[src/rtl/core/tsr_pkg.sv]
// Shared types and constants for the timed sequence release block.
`timescale 1ns / 1ps
`default_nettype none

package tsr_pkg;

    // Default table depth and per-tick release bound.
    localparam int MAX_ENTRIES_DEF = 16;
    localparam int MAX_RELEASE_DEF = 16;

    // A single tick never delivers more than this many results.
    localparam int RESULT_CAP = 16;
    localparam int CNT_W      = 5;

    // Field widths fixed by the interface.
    localparam int OPCODE_W   = 2;
    localparam int INDEX_W    = 4;
    localparam int HANDLE_W   = 16;
    localparam int DELAY_W    = 32;
    localparam int CFG_REG_W  = 5;
    localparam int CFG_IDX_W  = 8;
    localparam int CFG_DATA_W = 32;

    // Configuration register indexes.
    localparam logic [CFG_IDX_W-1:0] REG_ENTRY_COUNT   = 8'd0;
    localparam logic [CFG_IDX_W-1:0] REG_RELEASE_LIMIT = 8'd1;

    localparam logic [CFG_REG_W-1:0] RELEASE_LIMIT_RST = 5'd16;

    typedef enum logic [OPCODE_W-1:0] {
        OP_TICK     = 2'd0,
        OP_LOAD     = 2'd1,
        OP_ACTIVATE = 2'd2,
        OP_ABORT    = 2'd3
    } opcode_t;

    typedef enum logic [1:0] {
        ST_IDLE,
        ST_SCAN,
        ST_EMIT
    } state_t;

    // Commands from the controller to the datapath.
    typedef struct packed {
        logic accept;
        logic scan_step;
        logic scan_commit;
        logic emit_load;
        logic emit_marker;
    } ctrl_cmd_t;

    // Status from the datapath to the controller.
    typedef struct packed {
        logic tick_run;
        logic scan_stop;
        logic emit_none;
        logic emit_last;
        logic ended;
        logic out_free;
    } dp_status_t;

endpackage

`default_nettype wire

[src/rtl/core/tsr_ctrl.sv]
// Controller state machine for the timed sequence release block.
`timescale 1ns / 1ps
`default_nettype none

module tsr_ctrl (
    input  wire logic               clk,
    input  wire logic               rst_n,
    input  wire logic               in_valid,
    output logic                    in_ready,
    input  tsr_pkg::dp_status_t     status,
    output tsr_pkg::ctrl_cmd_t      cmd
);

    tsr_pkg::state_t state_reg;
    tsr_pkg::state_t state_next;

    always_ff @(posedge clk or negedge rst_n)
    begin
        if (!rst_n)
        begin
            state_reg <= tsr_pkg::ST_IDLE;
        end
        else
        begin
            state_reg <= state_next;
        end
    end

    always_comb
    begin
        state_next = state_reg;
        unique case (state_reg)
            tsr_pkg::ST_IDLE:
            begin
                if (in_valid && status.tick_run)
                begin
                    state_next = tsr_pkg::ST_SCAN;
                end
            end
            tsr_pkg::ST_SCAN:
            begin
                if (status.scan_stop)
                begin
                    state_next = tsr_pkg::ST_EMIT;
                end
            end
            tsr_pkg::ST_EMIT:
            begin
                if (status.emit_none)
                begin
                    if (!status.ended || status.out_free)
                    begin
                        state_next = tsr_pkg::ST_IDLE;
                    end
                end
                else if (status.out_free && status.emit_last)
                begin
                    state_next = tsr_pkg::ST_IDLE;
                end
            end
            default:
            begin
                state_next = tsr_pkg::ST_IDLE;
            end
        endcase
    end

    always_comb
    begin
        in_ready        = 1'b0;
        cmd.accept      = 1'b0;
        cmd.scan_step   = 1'b0;
        cmd.scan_commit = 1'b0;
        cmd.emit_load   = 1'b0;
        cmd.emit_marker = 1'b0;
        unique case (state_reg)
            tsr_pkg::ST_IDLE:
            begin
                in_ready   = 1'b1;
                cmd.accept = in_valid;
            end
            tsr_pkg::ST_SCAN:
            begin
                cmd.scan_step   = !status.scan_stop;
                cmd.scan_commit = status.scan_stop;
            end
            tsr_pkg::ST_EMIT:
            begin
                cmd.emit_load   = !status.emit_none && status.out_free;
                cmd.emit_marker = status.emit_none && status.ended && status.out_free;
            end
            default:
            begin
                in_ready = 1'b0;
            end
        endcase
    end

endmodule

`default_nettype wire

[src/rtl/core/tsr_datapath.sv]
// Datapath of the timed sequence release block: tables, run state and output register.
`timescale 1ns / 1ps
`default_nettype none

module tsr_datapath #(
    parameter int MAX_ENTRIES = tsr_pkg::MAX_ENTRIES_DEF,
    parameter int MAX_RELEASE = tsr_pkg::MAX_RELEASE_DEF
) (
    input  wire logic                               clk,
    input  wire logic                               rst_n,
    input  tsr_pkg::ctrl_cmd_t                      cmd,
    output tsr_pkg::dp_status_t                     status,
    input  wire logic [tsr_pkg::OPCODE_W-1:0]       opcode,
    input  wire logic [tsr_pkg::INDEX_W-1:0]        entry_index,
    input  wire logic [tsr_pkg::HANDLE_W-1:0]       request_handle,
    input  wire logic [tsr_pkg::DELAY_W-1:0]        delay_ticks,
    input  wire logic                               cfg_we,
    input  wire logic [tsr_pkg::CFG_IDX_W-1:0]      cfg_index,
    input  wire logic [tsr_pkg::CFG_DATA_W-1:0]     cfg_data,
    output logic                                    out_valid,
    input  wire logic                               out_ready,
    output logic [tsr_pkg::HANDLE_W-1:0]            released_handle,
    output logic [tsr_pkg::INDEX_W-1:0]             released_index,
    output logic                                    last,
    output logic                                    sequence_done
);

    localparam int AW      = (MAX_ENTRIES > 1) ? $clog2(MAX_ENTRIES) : 1;
    localparam int CW      = $clog2(MAX_ENTRIES + 1);
    localparam int LIM_MAX = (MAX_RELEASE < tsr_pkg::RESULT_CAP) ? MAX_RELEASE
                                                                 : tsr_pkg::RESULT_CAP;

    // Tables, read together at one address every cycle.
    logic [tsr_pkg::HANDLE_W-1:0] handle_mem [MAX_ENTRIES];
    logic [tsr_pkg::DELAY_W-1:0]  delay_mem  [MAX_ENTRIES];
    logic [tsr_pkg::HANDLE_W-1:0] handle_rd_reg;
    logic [tsr_pkg::DELAY_W-1:0]  delay_rd_reg;
    logic [AW-1:0]                rd_addr;
    logic [AW-1:0]                wr_addr;
    logic                         wr_en;

    // Run state and configuration.
    logic [CW-1:0]                next_entry_reg, next_entry_next;
    logic [tsr_pkg::DELAY_W-1:0]  countdown_reg, countdown_next;
    logic                         executing_reg, executing_next;
    logic [tsr_pkg::CFG_REG_W-1:0] entry_count_reg;
    logic [tsr_pkg::CFG_REG_W-1:0] release_limit_reg;

    // Working registers of one tick.
    logic [CW-1:0]                ptr_reg, ptr_next;
    logic [CW-1:0]                start_reg;
    logic [tsr_pkg::CNT_W-1:0]    cnt_reg, cnt_next;
    logic [tsr_pkg::CNT_W-1:0]    total_reg;
    logic                         ended_reg;
    logic [tsr_pkg::DELAY_W-1:0]  scan_cd_reg;

    logic                         out_valid_reg;
    logic [tsr_pkg::HANDLE_W-1:0] out_handle_reg;
    logic [tsr_pkg::INDEX_W-1:0]  out_index_reg;
    logic                         out_last_reg;
    logic                         out_done_reg;

    logic [CW-1:0]                count;
    logic [tsr_pkg::CNT_W-1:0]    limit;
    logic                         cd_zero;
    logic                         at_end;
    logic                         at_limit;
    logic                         scan_ended;
    logic                         is_tick;
    logic                         is_load;
    logic                         is_activate;
    logic                         is_abort;

    always_comb
    begin
        if (32'(entry_count_reg) > MAX_ENTRIES)
        begin
            count = CW'(MAX_ENTRIES);
        end
        else
        begin
            count = CW'(entry_count_reg);
        end
        if (32'(release_limit_reg) > LIM_MAX)
        begin
            limit = tsr_pkg::CNT_W'(LIM_MAX);
        end
        else
        begin
            limit = release_limit_reg;
        end
    end

    assign is_tick     = (opcode == tsr_pkg::OP_TICK);
    assign is_load     = (opcode == tsr_pkg::OP_LOAD);
    assign is_activate = (opcode == tsr_pkg::OP_ACTIVATE);
    assign is_abort    = (opcode == tsr_pkg::OP_ABORT);

    assign cd_zero    = (scan_cd_reg == '0);
    assign at_end     = (ptr_reg >= count);
    assign at_limit   = (cnt_reg >= limit);
    assign scan_ended = cd_zero && at_end;

    assign status.tick_run  = is_tick && executing_reg;
    assign status.scan_stop = !cd_zero || at_end || at_limit;
    assign status.emit_none = (total_reg == '0);
    assign status.emit_last = (cnt_reg == total_reg - tsr_pkg::CNT_W'(1));
    assign status.ended     = ended_reg;
    assign status.out_free  = !out_valid_reg || out_ready;

    assign wr_en   = cmd.accept && is_load && (32'(entry_index) < MAX_ENTRIES);
    assign wr_addr = AW'(entry_index);
    assign rd_addr = AW'(ptr_next);

    always_ff @(posedge clk)
    begin
        if (wr_en)
        begin
            handle_mem[wr_addr] <= request_handle;
            delay_mem[wr_addr]  <= delay_ticks;
        end
        handle_rd_reg <= handle_mem[rd_addr];
        delay_rd_reg  <= delay_mem[rd_addr];
    end

    always_comb
    begin
        ptr_next = ptr_reg;
        cnt_next = cnt_reg;
        priority if (cmd.accept && status.tick_run)
        begin
            ptr_next = next_entry_reg;
            cnt_next = '0;
        end
        else if (cmd.scan_step || cmd.emit_load)
        begin
            ptr_next = ptr_reg + CW'(1);
            cnt_next = cnt_reg + tsr_pkg::CNT_W'(1);
        end
        else if (cmd.scan_commit)
        begin
            ptr_next = start_reg;
            cnt_next = '0;
        end
        else
        begin
            ptr_next = ptr_reg;
            cnt_next = cnt_reg;
        end
    end

    always_comb
    begin
        next_entry_next = next_entry_reg;
        countdown_next  = countdown_reg;
        executing_next  = executing_reg;
        if (cmd.accept && is_activate)
        begin
            next_entry_next = '0;
            countdown_next  = '0;
            executing_next  = 1'b1;
        end
        else if (cmd.accept && is_abort)
        begin
            next_entry_next = '0;
            countdown_next  = '0;
            executing_next  = 1'b0;
        end
        else if (cmd.scan_commit)
        begin
            if (scan_ended)
            begin
                next_entry_next = '0;
                countdown_next  = '0;
                executing_next  = 1'b0;
            end
            else
            begin
                next_entry_next = ptr_reg;
                countdown_next  = cd_zero ? scan_cd_reg
                                          : scan_cd_reg - tsr_pkg::DELAY_W'(1);
            end
        end
    end

    always_ff @(posedge clk or negedge rst_n)
    begin
        if (!rst_n)
        begin
            next_entry_reg    <= '0;
            countdown_reg     <= '0;
            executing_reg     <= 1'b0;
            entry_count_reg   <= '0;
            release_limit_reg <= tsr_pkg::RELEASE_LIMIT_RST;
            ptr_reg           <= '0;
            start_reg         <= '0;
            cnt_reg           <= '0;
            total_reg         <= '0;
            ended_reg         <= 1'b0;
            scan_cd_reg       <= '0;
            out_valid_reg     <= 1'b0;
        end
        else
        begin
            next_entry_reg <= next_entry_next;
            countdown_reg  <= countdown_next;
            executing_reg  <= executing_next;
            ptr_reg        <= ptr_next;
            cnt_reg        <= cnt_next;

            if (cfg_we && cfg_index == tsr_pkg::REG_ENTRY_COUNT)
            begin
                entry_count_reg <= cfg_data[tsr_pkg::CFG_REG_W-1:0];
            end
            if (cfg_we && cfg_index == tsr_pkg::REG_RELEASE_LIMIT)
            begin
                release_limit_reg <= cfg_data[tsr_pkg::CFG_REG_W-1:0];
            end

            if (cmd.accept && status.tick_run)
            begin
                start_reg   <= next_entry_reg;
                scan_cd_reg <= countdown_reg;
            end
            else if (cmd.scan_step)
            begin
                scan_cd_reg <= delay_rd_reg;
            end

            if (cmd.scan_commit)
            begin
                total_reg <= cnt_reg;
                ended_reg <= scan_ended;
            end

            if (cmd.emit_load || cmd.emit_marker)
            begin
                out_valid_reg <= 1'b1;
            end
            else if (out_ready)
            begin
                out_valid_reg <= 1'b0;
            end
        end
    end

    always_ff @(posedge clk)
    begin
        if (cmd.emit_load)
        begin
            out_handle_reg <= handle_rd_reg;
            out_index_reg  <= tsr_pkg::INDEX_W'(ptr_reg);
            out_last_reg   <= status.emit_last;
            out_done_reg   <= ended_reg;
        end
        else if (cmd.emit_marker)
        begin
            out_handle_reg <= '0;
            out_index_reg  <= '0;
            out_last_reg   <= 1'b0;
            out_done_reg   <= 1'b1;
        end
    end

    assign out_valid       = out_valid_reg;
    assign released_handle = out_handle_reg;
    assign released_index  = out_index_reg;
    assign last            = out_last_reg;
    assign sequence_done   = out_done_reg;

endmodule

`default_nettype wire

[src/rtl/core/timed_sequence_release.sv]
// Top level of the timed sequence release block.
`timescale 1ns / 1ps
`default_nettype none

// Channel   Direction  Handshake             Contents
// input     in         in_valid / in_ready   opcode, entry_index, request_handle,
//                                            delay_ticks
// output    out        out_valid / out_ready released_handle, released_index,
//                                            last, sequence_done
// config    in         cfg_valid / cfg_ready cfg_index, cfg_data
//
// Load, activate, abort and a tick while not executing finish at their transfer.
// A tick while executing runs a scan pass and then an emit pass: the scan pass
// walks the delay table one entry per cycle to find how many entries go out
// and whether the table runs out, then the emit pass reads the handles one per
// cycle while the output is free, or sends just an end marker when nothing goes
// out and the run ended. Both passes share the single read port of the tables.
// The output register lets the next transfer be accepted while the last
// result of a tick still waits; a stalled output only holds up the emit pass.
// Reset clears the run state and the entry count and sets the release limit to 16
// at once; the tables hold undefined data until loaded, so there is no clearing pass.

module timed_sequence_release #(
    parameter int MAX_ENTRIES = tsr_pkg::MAX_ENTRIES_DEF,
    parameter int MAX_RELEASE = tsr_pkg::MAX_RELEASE_DEF
) (
    input  wire logic                               clk,
    input  wire logic                               rst_n,
    input  wire logic                               in_valid,
    output logic                                    in_ready,
    input  wire logic [tsr_pkg::OPCODE_W-1:0]       opcode,
    input  wire logic [tsr_pkg::INDEX_W-1:0]        entry_index,
    input  wire logic [tsr_pkg::HANDLE_W-1:0]       request_handle,
    input  wire logic [tsr_pkg::DELAY_W-1:0]        delay_ticks,
    output logic                                    out_valid,
    input  wire logic                               out_ready,
    output logic [tsr_pkg::HANDLE_W-1:0]            released_handle,
    output logic [tsr_pkg::INDEX_W-1:0]             released_index,
    output logic                                    last,
    output logic                                    sequence_done,
    input  wire logic                               cfg_valid,
    output logic                                    cfg_ready,
    input  wire logic [tsr_pkg::CFG_IDX_W-1:0]      cfg_index,
    input  wire logic [tsr_pkg::CFG_DATA_W-1:0]     cfg_data
);

    tsr_pkg::ctrl_cmd_t  cmd;
    tsr_pkg::dp_status_t status;
    logic                cfg_we;

    // Configuration registers are plain flops, so a write transfer is
    // always taken; writes to indexes beyond the register list are dropped.
    assign cfg_ready = 1'b1;
    assign cfg_we    = cfg_valid && cfg_ready;

    tsr_ctrl u_ctrl (
        .clk      (clk),
        .rst_n    (rst_n),
        .in_valid (in_valid),
        .in_ready (in_ready),
        .status   (status),
        .cmd      (cmd)
    );

    tsr_datapath #(
        .MAX_ENTRIES (MAX_ENTRIES),
        .MAX_RELEASE (MAX_RELEASE)
    ) u_datapath (
        .clk             (clk),
        .rst_n           (rst_n),
        .cmd             (cmd),
        .status          (status),
        .opcode          (opcode),
        .entry_index     (entry_index),
        .request_handle  (request_handle),
        .delay_ticks     (delay_ticks),
        .cfg_we          (cfg_we),
        .cfg_index       (cfg_index),
        .cfg_data        (cfg_data),
        .out_valid       (out_valid),
        .out_ready       (out_ready),
        .released_handle (released_handle),
        .released_index  (released_index),
        .last            (last),
        .sequence_done   (sequence_done)
    );

endmodule

`default_nettype wire

[config.mk]
export PLATFORM = sky130hd
export DESIGN_NAME = timed_sequence_release
export DESIGN_NICKNAME = d
export VERILOG_FILES = /design/src/rtl/core/tsr_pkg.sv /design/src/rtl/core/tsr_ctrl.sv /design/src/rtl/core/tsr_datapath.sv /design/src/rtl/core/timed_sequence_release.sv
export SDC_FILE = /design/constraint.sdc
export NUM_CORES = 1
export LEC_CHECK = 0
export BUFFER_PORTS_ARGS = -buffer_cell sky130_fd_sc_hd__buf_4
export CORE_UTILIZATION = 41
export CTS_BUF_LIST = sky130_fd_sc_hd__clkbuf_16
export DETAILED_ROUTE_END_ITERATION = 16
export GPL_ROUTABILITY_DRIVEN = 0
export SETUP_SLACK_MARGIN = 0.1
export SYNTH_ARGS = -nofsm -noshare
export SYNTH_HDL_FRONTEND = slang
export SYNTH_SLANG_ARGS = --single-unit
[constraint.sdc]
create_clock -name clk -period 8.7 [get_ports clk]
set_input_delay 1.74 -clock clk [delete_from_list [all_inputs] [get_ports clk]]
set_output_delay 1.74 -clock clk [all_outputs]
set_load 0.01 [all_outputs]
# After elaboration in Yosys (flattened, before gate mapping)
# Memories as Yosys holds them, arrays and structs flattened. A register that Yosys moved wholly into a read port is not among the register bits.
# Cells that the tools add are included.
# word_totals
register_bits,126
latchBits,0
mem_bits_rw,768
rom_bits,0
input_bits,99
out_inout_bits,25
wordCells,121
mem_count,2
# op_classes
add_sub_neg,4
n_mul,0
div_mod_pow,0
order_cmp,4
eq_ne,11
n_shift,0
muxes,45
bitwise,0
n_reduce_logical,37
# mem_list
memory,depth,width,rd,rd_ports_with_merged_regs,write_ports,line_no,rtl
u_datapath.delay_mem,16,32,1,1,1,tsr_datapath.sv:35,logic [tsr_pkg::DELAY_W-1:0] delay_mem [MAX_ENTRIES];
u_datapath.handle_mem,16,16,1,1,1,tsr_datapath.sv:34,logic [tsr_pkg::HANDLE_W-1:0] handle_mem [MAX_ENTRIES];
# ops
cell,n
2-to-1 mux 32 bit,7
2-to-1 mux 5 bit,12
zero test 32 bit,1
2-to-1 mux 16 bit,2
subtractor 32 x 1 -> 32 bit (second input constant),1
2-to-1 mux 1 bit,14
2-to-1 mux 2 bit,7
logical AND 1 bit,13
adder 5 x 1 -> 5 bit (second input constant),2
>= comparator 5 bit,2
> comparator 5 bit (second input constant),2
nonzero test 3 bit,3
== test 8 x 1 -> 1 bit (second input constant),1
zero test 8 bit,1
2-to-1 mux 4 bit,2
== test 2 bit (second input constant),3
logical OR 1 bit,6
case mux 2 bit (3 select lines),1
nonzero test 2 bit,3
== test 5 bit,1
zero test 1 bit,5
zero test 5 bit,1
subtractor 5 x 1 -> 5 bit (second input constant),1
== test 2 x 1 -> 1 bit (second input constant),2
6 further kinds,8

# Depth between registers and ports, before layout
# Gate-level depths: netlist of run 1.
# logic_depth
depth_word,10
depth_mapped,17
ltp_nobuf,13

# By module
# A second synthesis of run 1 with hierarchy kept.
# unflattened
hier_cells,1876
area_unflattened_um2,36098.4
# by_module_without_submodules
mod,n_inst,cells_per_inst,area_each_um2,seq_area_each_um2
tsr_datapath,1,1858,35954.5,27237.4
tsr_ctrl,1,16,132.6,50.0
timed_sequence_release,1,2,11.3,0.0

# Worst setup path after synthesis of run 1
# OpenSTA, ideal clock, no wires.
# synth_path
kind,input-to-reg
start,in opcode[1] (netlist bit)
end,"mem u_datapath.delay_mem[0][0] (netlist bit), enable pin"
setup_ns,0.513
t_arrival_ns,5.960
required_ns,8.187
setup_slack_ns,2.227
stages,4
n_path_buf,0
cell_sequence,nor4b_1 nand2_1 or3_1 nor3_1
# synth_via
elab_chain_len,4
# synth_rtl
item,line_no,rtl
from (decl),timed_sequence_release.sv:31,"input wire logic [tsr_pkg::OPCODE_W-1:0] opcode,"
== test 2 x 1 -> 1 bit,tsr_datapath.sv:95,assign is_load = (opcode == tsr_pkg::OP_LOAD);
logical AND 1 bit,tsr_datapath.sv:111,assign wr_en = cmd.accept && is_load && (32'(entry_index) < MAX_ENTRIES);
2-to-1 mux 1 bit,tsr_datapath.sv:117,if (wr_en)
2-to-1 mux 1 bit (implied by the code),tsr_datapath.sv:120,delay_mem[wr_addr] <= delay_ticks;
to (decl),tsr_datapath.sv:35,
# No other way between the ends.

# Final worst setup path of run 1
# layout_path
start,in opcode[1] (netlist bit)
end,reg u_datapath.handle_rd_reg[14] (netlist bit) (read register of u_datapath.handle_mem)
# layout_via
elab_chain_len,4
# layout_rtl
item,line_no,rtl
zero test 2 bit,tsr_datapath.sv:94,assign is_tick = (opcode == tsr_pkg::OP_TICK);
logical AND 1 bit,tsr_datapath.sv:104,assign status.tick_run = is_tick && executing_reg;
logical AND 1 bit,tsr_datapath.sv:130,priority if (cmd.accept && status.tick_run)
2-to-1 mux 5 bit,tsr_datapath.sv:130,
to (decl),tsr_datapath.sv:36,logic [tsr_pkg::HANDLE_W-1:0] handle_rd_reg;
# No other way between the ends.
# A chain may end at the register's enable or synchronous reset.

==> impl_metrics.toml, run 1 <==
[run_status]
status = "completed"

[global_routing]
antenna_found_initial = 4
grt-ovfl-total = 0
track_usage_pct = 20.08
grt_pass1_vias = 21250
grt_max_degree = 198
grt_pass1_wl_um = 135000

[worst_setup_path]
worstPathRequired_ps = 9220
crit_start = "opcode[1]"
cp-end-kind = "register"
crit_family = "simple AND/OR/NAND/NOR gates"
crit_path_end = "u_datapath.handle_rd_reg[14]"
crit_slowest_cell = "nand2_4"
max_stage_delay_ps = 670
r2r_cells = 13
start_kind = "input port"
reg2reg_from = "u_datapath.scan_cd_reg[0]"
cp.arrival_ps = 6160
path_depth = 10
cp_cell_sequence = "buf_4 -> nor4b_1 -> and3b_2 -> nand2b_1 -> nand2_4 -> inv_6 -> buf_12 -> a21oi_1 -> a221oi_1 -> or4_1"
crit_buf_inv = 3
r2r_setup_slack_ps = 3490
critPathKind = "input port to register"
worstPathMaxFanout = 88
r2r-end = "u_datapath.delay_rd_reg[31]"

[cts]
cts_setup_buffers = 0
clkSinkCount = 942
postCtsResizedCells = 0
clock_latency_ps = 670
cts_tree = "yes"
cts_max_level = 3
path_clk_slew_ps = 60
cts_max_path_buffers = 3
cts_hold_buf = 0
numCtsBuffers = 96
cts-root-buf = "clkbuf_16"

[detailed_routing]
vias = 21610
drt_pass1_iterations = 7
routed_wl_um = 91030
routedWlPerCell_um = 24.26
route.detailed.drc = 0
viasPerCell = 5.760
ant_nets = 0
drt_iter0_markers = 2150

[logic_synthesis]
synth_area_um2 = 36510
ys_warn_count = 0
avgSynthCellArea_um2 = 15.09
synth_flop_cell = "edfxtp_1"
yosysUniqueCellTypes = 66
synth_seq_cells = 942
synth_nets = 2534
synthArstFlopShare_pct = 11.04
syn_inst = 2420
synth_edf_count = 790
ys_seq_area_share_pct = 74.74

[floorplan]
die_h_um = 300.4
rows = 109
die_w_um = 300.4
start_util_pct = 41.38
io_pins = 124
die_area_um2 = 90250
core-area_um2 = 88240

[sta]
finalSetupViolCount = 0
fin_ws_ps = 3058
period_share_pct = 64.85
timing.hold.ws_ps = 480.3
fin_tns_setup_ps = 0
worst_pin_slew_ps = 1368
report.final.hold_viol_count = 0
final_max_slew_viol_count = 0
relSlewSlack_pct = 8.489
rsz0062_at_grt = "false"
max_freq_mhz = 177.2
fin_worst_skew_ps = 61.97
fin_crit_ps = 5642

[final_layout]
final_core_util_pct = 47.17
top_register = "u_datapath.delay_mem"
areaGrowthSynthToFinish_pct = 14.01
largest_registers = "u_datapath.delay_mem x512, u_datapath.handle_mem x256"
layout-drive-gt1-share_pct = 12.11
fin_cells = 3752
layout.nets = 2616
largest_reg_flops = 512

[power]
peakVddDrop_mv = 0.2491
powerDensity_nw_per_um2 = 305.7
p_leak_nw = 14.88

[placed_design]
dp.cells = 3569
dp_hpwl_um = 46200
io_buffers = 95
pre_cts_slack_ps = 2387

[min_path]
min_path_type = "register to register"
min_path_cells = 2

[run]
cap_viol_max_count = 0
cell usage after synthesis, types with 16 or more instances:
| library cell | instances | area, um2 |
|---|---|---|
| edfxtp_1 | 790 | 23720 |
| nand2_1 | 318 | 1194 |
| a21oi_1 | 231 | 1156 |
| mux2i_1 | 190 | 1902 |
| a221oi_1 | 188 | 1647 |
| clkbuf_1 | 116 | 435.4 |
| dfrtp_1 | 103 | 2577 |
| o21ai_0 | 79 | 395.4 |
| or4_1 | 50 | 375.4 |
| dfxtp_1 | 48 | 960.9 |
| nor2_1 | 46 | 172.7 |
| xnor2_1 | 24 | 210.2 |
| and2_1 | 23 | 143.9 |
| buf_2 | 16 | 80.08 |
| nor3_1 | 16 | 80.08 |
cell usage in the layout (no fill, tap or decap), types with 6 or more instances in the layout:
cell and instances:
a21oi_1 231, a221oi_1 188, and2_1 22, buf_12 6, buf_4 127, clkbuf_16 99, clkinv_1 24, clkinv_2 17
dfrtp_1 103, dfxtp_1 48, edfxtp_1 790, ha_1 15, inv_1 41, mux2_2 10, mux2i_1 190, nand2_1 316
nand2b_1 9, nand3_1 12, nor2_1 32, nor2_4 14, nor3_1 11, nor4_1 8, o21ai_0 79, or3_1 8
or4_1 50, xnor2_1 24, xor2_1 12
routing by layer:
layer  GRT usage (%)  wire (um)  vias up  part of all wire (%)
met5               0         40        -                 0.044
met4           5.224       2096        6                   2.3
met3           3.788       6189      148                   6.8
met2           32.16      42890      769                    47
met1           28.15      39810    11120                    44
li1                -          -     9567                     -
cells by family after synthesis:
family	count (synthesis)	share of synthesized area (%)
flip-flops	942	74.74
AO/OA/AOI/OAI	540	9.780
AND/OR/NAND/NOR	523	6.744
multiplexers	200	5.517
buffers and inverters	163	1.833
XOR/XNOR	36	0.8636
adder cells (fa/ha/maj)	15	0.5140
other	1	0.01027
worst register-to-register path, cell delays in order, from the launching register on:
cell and delay [ps]:
dfrtp_1 400, inv_1 110, ha_1 160, nor4b_1 350, and4_1 390, o2111ai_2 300, o21a_1 420, o2111ai_2 420
nand2_4 520, inv_6 860, buf_4 540, a21oi_1 150, a221oi_1 330, or4_1 240
power breakdown:
part	total, mW	switching, mW	internal, mW
logic	3.35	2.18	1.17
clock network	3.91	1.70	2.21
registers	5.46	0.276	5.19
total	12.7	4.16	8.57
cell type report:
| class | count | area (um2) |
|---|---|---|
| Clock inverter | 82 | 556.8 |
| Multi-Input combinational cell | 1315 | 8710 |
| Sequential cell | 942 | 27290 |
| Fill cell | 7538 | 46610 |
| Inverter | 14 | 57.56 |
| Antenna cell | 2 | 5.005 |
| Tap cell | 1165 | 1458 |
| Clock buffer | 99 | 2477 |
| Timing Repair Buffer | 133 | 1074 |
stage by stage:
step / power [mW] / instance area (um2)
CTS: 12.80 / 41620
global route: 13.31 / 41620
global placement: 8.819 / 38590
floorplan: 7.819 / 36510
finish: 12.72 / 41620
detailed placement: 8.899 / 38590
worst min-delay path by stage:
| stage | startpoint | endpoint | slack, ps |
|---|---|---|---|
| 2_1_floorplan | u_datapath.countdown_reg[3] | u_datapath.countdown_reg[3] | 440 |
| 4_1_cts | u_datapath.countdown_reg[11] | u_datapath.scan_cd_reg[11] | 460 |
| 6_report | u_datapath.countdown_reg[3] | u_datapath.countdown_reg[3] | 480 |
| 5_1_grt | u_datapath.countdown_reg[11] | u_datapath.scan_cd_reg[11] | 480 |
| 3_3_place_gp | u_datapath.countdown_reg[25] | u_datapath.scan_cd_reg[25] | 460 |
| 3_5_place_dp | u_datapath.countdown_reg[3] | u_datapath.countdown_reg[3] | 460 |
(Power assumes the default switching activity.)
==> run 2, diff against run 1 <==
clock period = 5.7 ns   (was 8.7 ns; I/O delays follow)
==> run 2 against run 1 <==
Clock skew down 29 ps. Clock power increased by 56%. Hold slack worse by 3.0 ps. Sequential share of layout area decreased by 0.65 points. Sequential power grew 53%. Worst setup slack got worse by 1900 ps. Power rose by 54%. Critical path type is now register to register. Largest power group unchanged.
==> impl_metrics.toml, run 2 (same netlist as run 1, synthesis figures left out) <==
[run_status]
status = "completed"

[worst_setup_path]
r2r-end = "u_datapath.delay_rd_reg[30]"
reg2reg_from = "u_datapath.entry_count_reg[4]"
r2r_setup_slack_ps = 1130
start_kind = "register"
r2r_cells = 14
critPathKind = "register to register"
worstPathMaxFanout = 65
cp.arrival_ps = 5100
cp-end-kind = "register"
worstPathRequired_ps = 6230

[sta]
fin_tns_setup_ps = 0
worst_pin_slew_ps = 1172
fin_worst_skew_ps = 32.80
finalSetupViolCount = 0
fin_crit_ps = 4570
relSlewSlack_pct = 21.84
max_freq_mhz = 218.8
timing.hold.ws_ps = 477.2
period_share_pct = 80.17
rsz0062_at_grt = "false"
final_max_slew_viol_count = 0
report.final.hold_viol_count = 0

[global_routing]
use_met1_pct = 27.51
grt-ovfl-total = 0
use_met2_pct = 31.40
grt_max_degree = 116
antenna_found_initial = 5
track_usage_pct = 19.64
grt_util_met3_pct = 3.240
grt_pass1_vias = 21070
grt_pass1_wl_um = 132400
top_usage_layer = "met2"

[final_layout]
multi_input_comb_area_um2 = 8735
final_cell_mix = "edfxtp_1 (790), nand2_1 (316), a21oi_1 (231)"
mostFrequentLayoutCell = "edfxtp_1"
layout.nets = 2626
largest_registers = "u_datapath.delay_mem x512, u_datapath.handle_mem x256"
top_register = "u_datapath.delay_mem"
ff_latch_area_um2 = 27290
layout-drive-gt1-share_pct = 12.57
fillers = 7420
largest_reg_flops = 512
areaGrowthSynthToFinish_pct = 15.14
design_area_um2 = 42040

[cts]
clock_latency_ps = 670
clkSinkCount = 942
cts_max_level = 3
postCtsResizedCells = 0
cts_setup_buffers = 0
cts_hold_buf = 0
cts_tree = "yes"
numCtsBuffers = 97
cts-root-buf = "clkbuf_16"
path_clk_slew_ps = 70
cts_max_path_buffers = 3

[power]
powerDensity_nw_per_um2 = 466.0
finalPower_mw = 19.59
p_leak_nw = 15.05
peakVddDrop_mv = 0.3028

[floorplan]
die_area_um2 = 90250
io_pins = 124
rows = 109
core-area_um2 = 88240
die_w_um = 300.4
die_h_um = 300.4
start_util_pct = 41.38

[min_path]
worst_hold_path.endpoint = "u_datapath.countdown_reg[3]"
hold_start = "u_datapath.countdown_reg[3]"
min_path_cells = 2
min_path_type = "register to register"

[placed_design]
dpl_cell_area_um2 = 38930
dp_hpwl_um = 44100
io_buffers = 95

[detailed_routing]
route.detailed.drc = 0
viasPerCell = 5.684
vias = 21370
drt_iter0_markers = 2022
routed_wl_um = 89290
ant_nets = 0
routedWlPerCell_um = 23.75
drt_pass1_iterations = 5

[run]
cap_viol_max_count = 0
[run 2: worst max path at each step]
stage               cells past startpoint  slack (ps)                     startpoint                            to
floorplan                               4        1130                      opcode[1]    u_datapath.delay_mem[1][0]
global placement                       10        1000                      out_ready  u_datapath.handle_rd_reg[14]
CTS                                    14        1070  u_datapath.entry_count_reg[4]   u_datapath.handle_rd_reg[9]
detailed placement                     10         970                      out_ready  u_datapath.handle_rd_reg[13]
global route                           14         860  u_datapath.entry_count_reg[4]   u_datapath.handle_rd_reg[9]
finish                                 14        1130  u_datapath.entry_count_reg[4]   u_datapath.delay_rd_reg[30]
[run 2: power by group]
part           internal (mW)  total (mW)  switching, mW
Sequential              7.92        8.34          0.427
Clock                   3.44        6.09           2.65
Combinational           1.91        5.16           3.25
[run 2: worst max-delay path, cell delays in order, from the launching register on]
cell	delay [ps]
dfrtp_1	380
inv_1	130
nand2_1	70
ha_1	290
a211o_1	290
a31oi_1	310
o2111ai_2	310
o21a_1	420
o2111ai_2	420
nand2_4	250
inv_6	550
buf_12	330
nand2_1	90
a32o_1	260
o221ai_1	280
[run 2: final cells by class]
class | count | area share [%]
diodes | 1 | 0.005953
flip-flops and latches | 942 | 64.91
well taps | 1165 | 3.467
inverters | 14 | 0.1369
repair buffers | 142 | 3.310
multi-input cells | 1315 | 20.78
clock buffers | 97 | 5.774
clock inverters | 83 | 1.619
[run 2: per-stage QoR]
step	util (%)	instances	setup slack (ps)
2_1_floorplan	-	2420	1130
3_3_place_gp	44.12	3578	1004
3_5_place_dp	44.12	3578	969.5
4_1_cts	47.64	3758	1068
5_1_grt	47.64	3759	863.3
6_report	47.64	3759	1130
[run 2: metal layers]
layer  routed length, um  up-vias
met3                5072      143
met5                  34        -
met2               42180      648
li1                    -     9597
met1               39850    10970
met4                2158        6
